<file path="config.mk">
export PLATFORM = sky130hd
export DESIGN_NAME = fse_cell
export DESIGN_NICKNAME = d
export VERILOG_FILES = /design/src/fse_pkg.sv /design/src/fse_cell.sv
export SDC_FILE = /design/constraint.sdc
export NUM_CORES = 1
export LEC_CHECK = 0
export BUFFER_PORTS_ARGS = -buffer_cell sky130_fd_sc_hd__buf_2
export CAP_MARGIN = 15
export CELL_PAD_IN_SITES_DETAIL_PLACEMENT = 1
export CELL_PAD_IN_SITES_GLOBAL_PLACEMENT = 2
export CORE_MARGIN = 10
export CORE_UTILIZATION = 36
export DETAILED_ROUTE_END_ITERATION = 6
export PLACE_DENSITY = 0.86
export SETUP_SLACK_MARGIN = 0.5
export SYNTH_ARGS = -nofsm -noshare
export SYNTH_HDL_FRONTEND = slang
export SYNTH_SLANG_ARGS = --single-unit
</file>
<file path="constraint.sdc">
create_clock -name clock -period 9 [get_ports clock]
set_input_delay 0.45 -clock clock [delete_from_list [all_inputs] [get_ports clock]]
set_output_delay 0.45 -clock clock [all_outputs]
set_load 0.03 [all_outputs]
</file>
<file path="src/fse_pkg.sv">
`timescale 1ns / 1ps
// Shared types and constants for the flow-shop schedule evaluator.
// No dependencies.
package fse_pkg;

   localparam int TIME_W  = 32;
   localparam int PTIME_W = 16;
   localparam int WGT_W   = 16;
   localparam int SUM_W   = 48;
   localparam int CNT_W   = 9;
   localparam int CFG_W   = 6;

   localparam logic [1:0] KIND_PTIME = 2'd0;
   localparam logic [1:0] KIND_DUE   = 2'd1;
   localparam logic [1:0] KIND_SEQ   = 2'd2;

   localparam logic [CNT_W-1:0] COUNT_MAX = 9'd511;

   typedef struct packed {
      logic [1:0]  kind;
      logic [7:0]  job_id;
      logic [4:0]  machine_id;
      logic [15:0] proc_time;
      logic [31:0] due_date;
      logic [15:0] weight;
      logic        last;
   } req_type;

   typedef struct packed {
      logic [31:0] makespan;
      logic [47:0] weighted_tardiness;
      logic [8:0]  job_count;
      logic        saturated;
   } rsp_type;

   // Token handed from one machine cell to the next.
   typedef struct packed {
      logic              valid;
      logic [TIME_W-1:0] ctime;
   } tok_type;

endpackage

</file>
<file path="src/fse_cell.sv">
`timescale 1ns / 1ps
// One machine cell: holds the completion time of the previous job on this machine.
// Depends on fse_pkg.
module fse_cell (
   input  logic                              clock,
   input  logic                              reset,
   input  logic                              clear,
   input  logic                              en,
   input  fse_pkg::tok_type                  tok_in,
   input  logic [fse_pkg::PTIME_W-1:0]       ptime,
   output fse_pkg::tok_type                  tok_out,
   output logic                              clip
);

   logic [fse_pkg::TIME_W-1:0] comp_ff;
   logic [fse_pkg::TIME_W-1:0] start;
   logic [fse_pkg::TIME_W:0]   total;
   logic [fse_pkg::TIME_W-1:0] done_in;
   logic                       valid_ff;
   logic [fse_pkg::TIME_W-1:0] ctime_ff;
   logic                       clip_ff;

   always_comb begin
      start   = (comp_ff > tok_in.ctime) ? comp_ff : tok_in.ctime;
      total   = {1'b0, start} + {{(fse_pkg::TIME_W-fse_pkg::PTIME_W+1){1'b0}}, ptime};
      done_in = total[fse_pkg::TIME_W] ? {fse_pkg::TIME_W{1'b1}}
                                       : total[fse_pkg::TIME_W-1:0];
   end

   always_ff @(posedge clock) begin
      if (reset) begin
         comp_ff  <= '0;
         valid_ff <= 1'b0;
         clip_ff  <= 1'b0;
      end else begin
         valid_ff <= tok_in.valid & en;
         clip_ff  <= tok_in.valid & en & total[fse_pkg::TIME_W];
         if (clear) begin
            comp_ff <= '0;
         end else if (tok_in.valid && en) begin
            comp_ff <= done_in;
         end
      end
      ctime_ff <= done_in;
   end

   assign tok_out.valid = valid_ff;
   assign tok_out.ctime = ctime_ff;
   assign clip          = clip_ff;

endmodule

</file>
==> impl_results.md <==
* TNS Setup at 0 ps
* Num CTS Buffers at 9
* Startpoint Class: flop
* Top cell type's share of synthesized area at 0.289
* Hold slack at 289 ps
* HP Class: input port to flop
* Final nets at 716
* Root buffer cell: clkbuf_16
* Peak supply drop at 95.8 uV
* Multi-input logic area at 3000 sq um
* Worst skew pair latency at 350 ps
* Cell Rows at 41
* Synth Instances at 536
* Unrepaired setup endpoints after global routing: false
* DR vias at 4,379
* Clk pin slew, worst setup/hold paths at 60 ps
* Post-Syn Nets at 638
* Mean Syn Cell Area at 8.52 sq um
* Largest net degree at the start of global routing at 54
* CP max stage cell: a211oi_2
* Antenna violations before repair at 0
* Max Clock Freq at 0.168 GHz
* Ant diodes at 0
* Max cap viols at 0
* Clk sinks at 66
* Post-CTS setup repair buffer count at 0
* Post-route minimum period at 5970 ps
* Switching Share at 0.339
* Synth Register Bits at 66
* Max Clock Skew at 10.7 ps
* Chip height at 133 um
* Yosys warning count at 0
* DIE AREA at 17,600 sq um
* Combinational Power Share at 0.283
* Buffers on Ports at 86
* EDFF count, synth at 0
* Boundary pin count at 87
* Fill count at 1,538
* Area delta synth->final at 18.4%
* Vias/cell at 5.55
* Core area at 12,500 sq um
* Synth cell types at 57
* Outcome: completed
* Global-route wire length before repair at 25.2 mm
* Final setup viols at 0
* Seq pwr share at 0.368
* Gpl congestion at 0.863
* Die X at 133 um
* CP Class: flop to flop
* Post-CTS Hold Fix Bufs at 0
* Crit end category: flop
* Drt initial violations at 263
* Routed Wire Length at 15.2 mm
* GRT overflow at 0
* WL per Instance at 19.3 um
* Vias in the first global route at 4,760
* Tcrit/Tclk final at 0.663
* Cell internal pwr at 602 uW
* CTS tree: done
* Critical-path cell list: ha_1 -> nand4_1 -> nor4_1 -> and3_1 -> a21oi_1 -> nor2_4 -> buf_4 -> mux2_2 -> ha_1 -> nand2_1 -> nor2_1 -> o211ai_1 -> a211oi_2 -> nor2_1 -> a21oi_4 -> nand2b_2 -> o221a_2
* DRC viols at 0
* Tot Pwr at 912 uW
* Pwr dens at 169 nW/um^2
* Worst-path maximum fanout at 26
* Critical path arrival at 6260 ps
* Max H-tree Level at 3
* Synthesized area at 4560 sq um
* Final Hold Fails at 0
* Synth top area cells: dfxtp_1 (29%), ha_1 (13%), o21ai_0 (5.0%), xnor2_1 (5.0%), nand2_1 (4.0%)
* Post-route antenna net violation count at 0
* Crit path required time at 9290 ps
* Total track usage at 0.174
* Reg area at 1320 sq um
* Max stage delay on crit path at 750 ps
* Sequential area share after synthesis at 0.289
* Leakage at 0.00251 uW
* Clock tree buffer depth at 2
* Final Max Slew Viols at 0
* Clk pwr share at 0.350
* Async set-reset flop share out of synthesis at 0
* Starting Density at 0.365
* Switch Pwr at 309 uW
* Cts repair resizes at 0
* Hpwl dp at 11.5 mm
* Synth area leader: dfxtp_1
* Layout cell share with drive strength beyond 1 at 0.230
* Worst-margin pin slew at 871 ps
* DR pass1 iterations at 4
* Main synth FF type: dfxtp_1
* Max-slew headroom at 0.419
## metrics by stage
stage	std cells	cell area [sq um]	worst slack, ps	util
2_1_floorplan	536	4560	4230	-
3_3_place_gp	774	5140	2910	0.410
3_5_place_dp	774	5140	2730	0.410
4_1_cts	788	5390	2910	0.431
5_1_grt	789	5400	2520	0.432
6_report	789	5400	3030	0.432
## cell families (layout without fill, tap and decap cells)
logic type	count (synthesis)	count (layout)	synth area share
flip-flops	66	66	0.289
adder cells (fa/ha/maj)	49	49	0.136
buffers and inverters	62	143	0.0565
XOR/XNOR	38	38	0.0729
multiplexers	29	29	0.0680
AND/OR/NAND/NOR	133	133	0.146
AO/OA/AOI/OAI	159	159	0.231
## layer usage
layer	up-vias	routed length, um	part of all wire	GRT usage
met4	0	282	0.019	0.0678
met5	-	0	0	0
li1	2106	-	-	-
met1	2146	7020	0.46	0.220
met3	15	773	0.051	0.0341
met2	112	7130	0.47	0.286
## layout by cell type, fill, tap and decap left out, types with 3 or more instances in the layout
master	netlist	layout
o211ai_1	16	16
nor4_1	4	4
a31oi_1	27	27
buf_4	1	4
a21oi_1	27	27
and4_1	4	4
nor2_1	22	21
nand2_1	49	49
o221a_2	7	7
or2_2	7	7
nand2b_1	4	4
nand3_1	6	6
clkbuf_1	13	4
ha_1	48	48
o21a_1	3	3
o2111ai_1	6	6
inv_1	38	38
nand4_1	11	11
and3_1	4	4
o21ai_0	46	46
mux2i_1	13	13
xnor2_1	26	26
nor3_1	4	4
nor2b_1	3	3
a21o_1	6	6
buf_2	5	86
xor2_1	12	12
nor3b_1	4	4
mux2_2	16	16
clkbuf_16	0	9
or2_1	3	3
dfxtp_1	66	66
## state kept, by name, summed over array words and instances, names as in the netlist
name and cells:
valid_ff 1, comp_ff 32, ctime_ff 32, clip 1
## power by group through the flow
| stage | Combinational, uW | Sequential [uW] | Clock, uW |
|---|---|---|---|
| finish | 258 | 335 | 319 |
| global route | 284 | 339 | 338 |
| CTS | 259 | 336 | 327 |
| detailed placement | 257 | 341 | 0 |
| global placement | 252 | 340 | 0 |
| floorplan | 122 | 391 | 0 |
## synthesized netlist by cell type, types with 5 or more instances
master and n:
a21o_1 6, a21oi_1 27, a31oi_1 27, buf_2 5, clkbuf_1 13, dfxtp_1 66, ha_1 48, inv_1 38
mux2_2 16, mux2i_1 13, nand2_1 49, nand3_1 6, nand4_1 11, nor2_1 22, o2111ai_1 6, o211ai_1 16
o21ai_0 46, o221a_2 7, or2_2 7, xnor2_1 26, xor2_1 12
## worst max-delay path: cells and delay by family (launching register included)
kind | cells | cell delay (ps)
multiplexers | 1 | 360
AO/OA/AOI/OAI | 5 | 1660
buffers and inverters | 1 | 380
adder cells (fa/ha/maj) | 2 | 710
flip-flops | 1 | 390
AND/OR/NAND/NOR | 8 | 2390
## final timing paths
check                            startpoint  depth (start not counted)     endpoint  slack [ps]
worst max-delay path            comp_ff[30]                         17  comp_ff[27]        3030
worst min register to register   comp_ff[0]                          2   comp_ff[0]         530
worst min-delay path                  reset                          2     valid_ff         290
worst max register to register  comp_ff[30]                         17  comp_ff[27]        3030
## layout make-up
cell class / instances / share of cell area
Sequential cell: 66 / 0.245
Multi-Input combinational cell: 408 / 0.555
Clock buffer: 14 / 0.0470
Inverter: 38 / 0.0264
Tap cell: 172 / 0.0398
Timing Repair Buffer: 91 / 0.0873
Power figures use the tool's default switching activity.
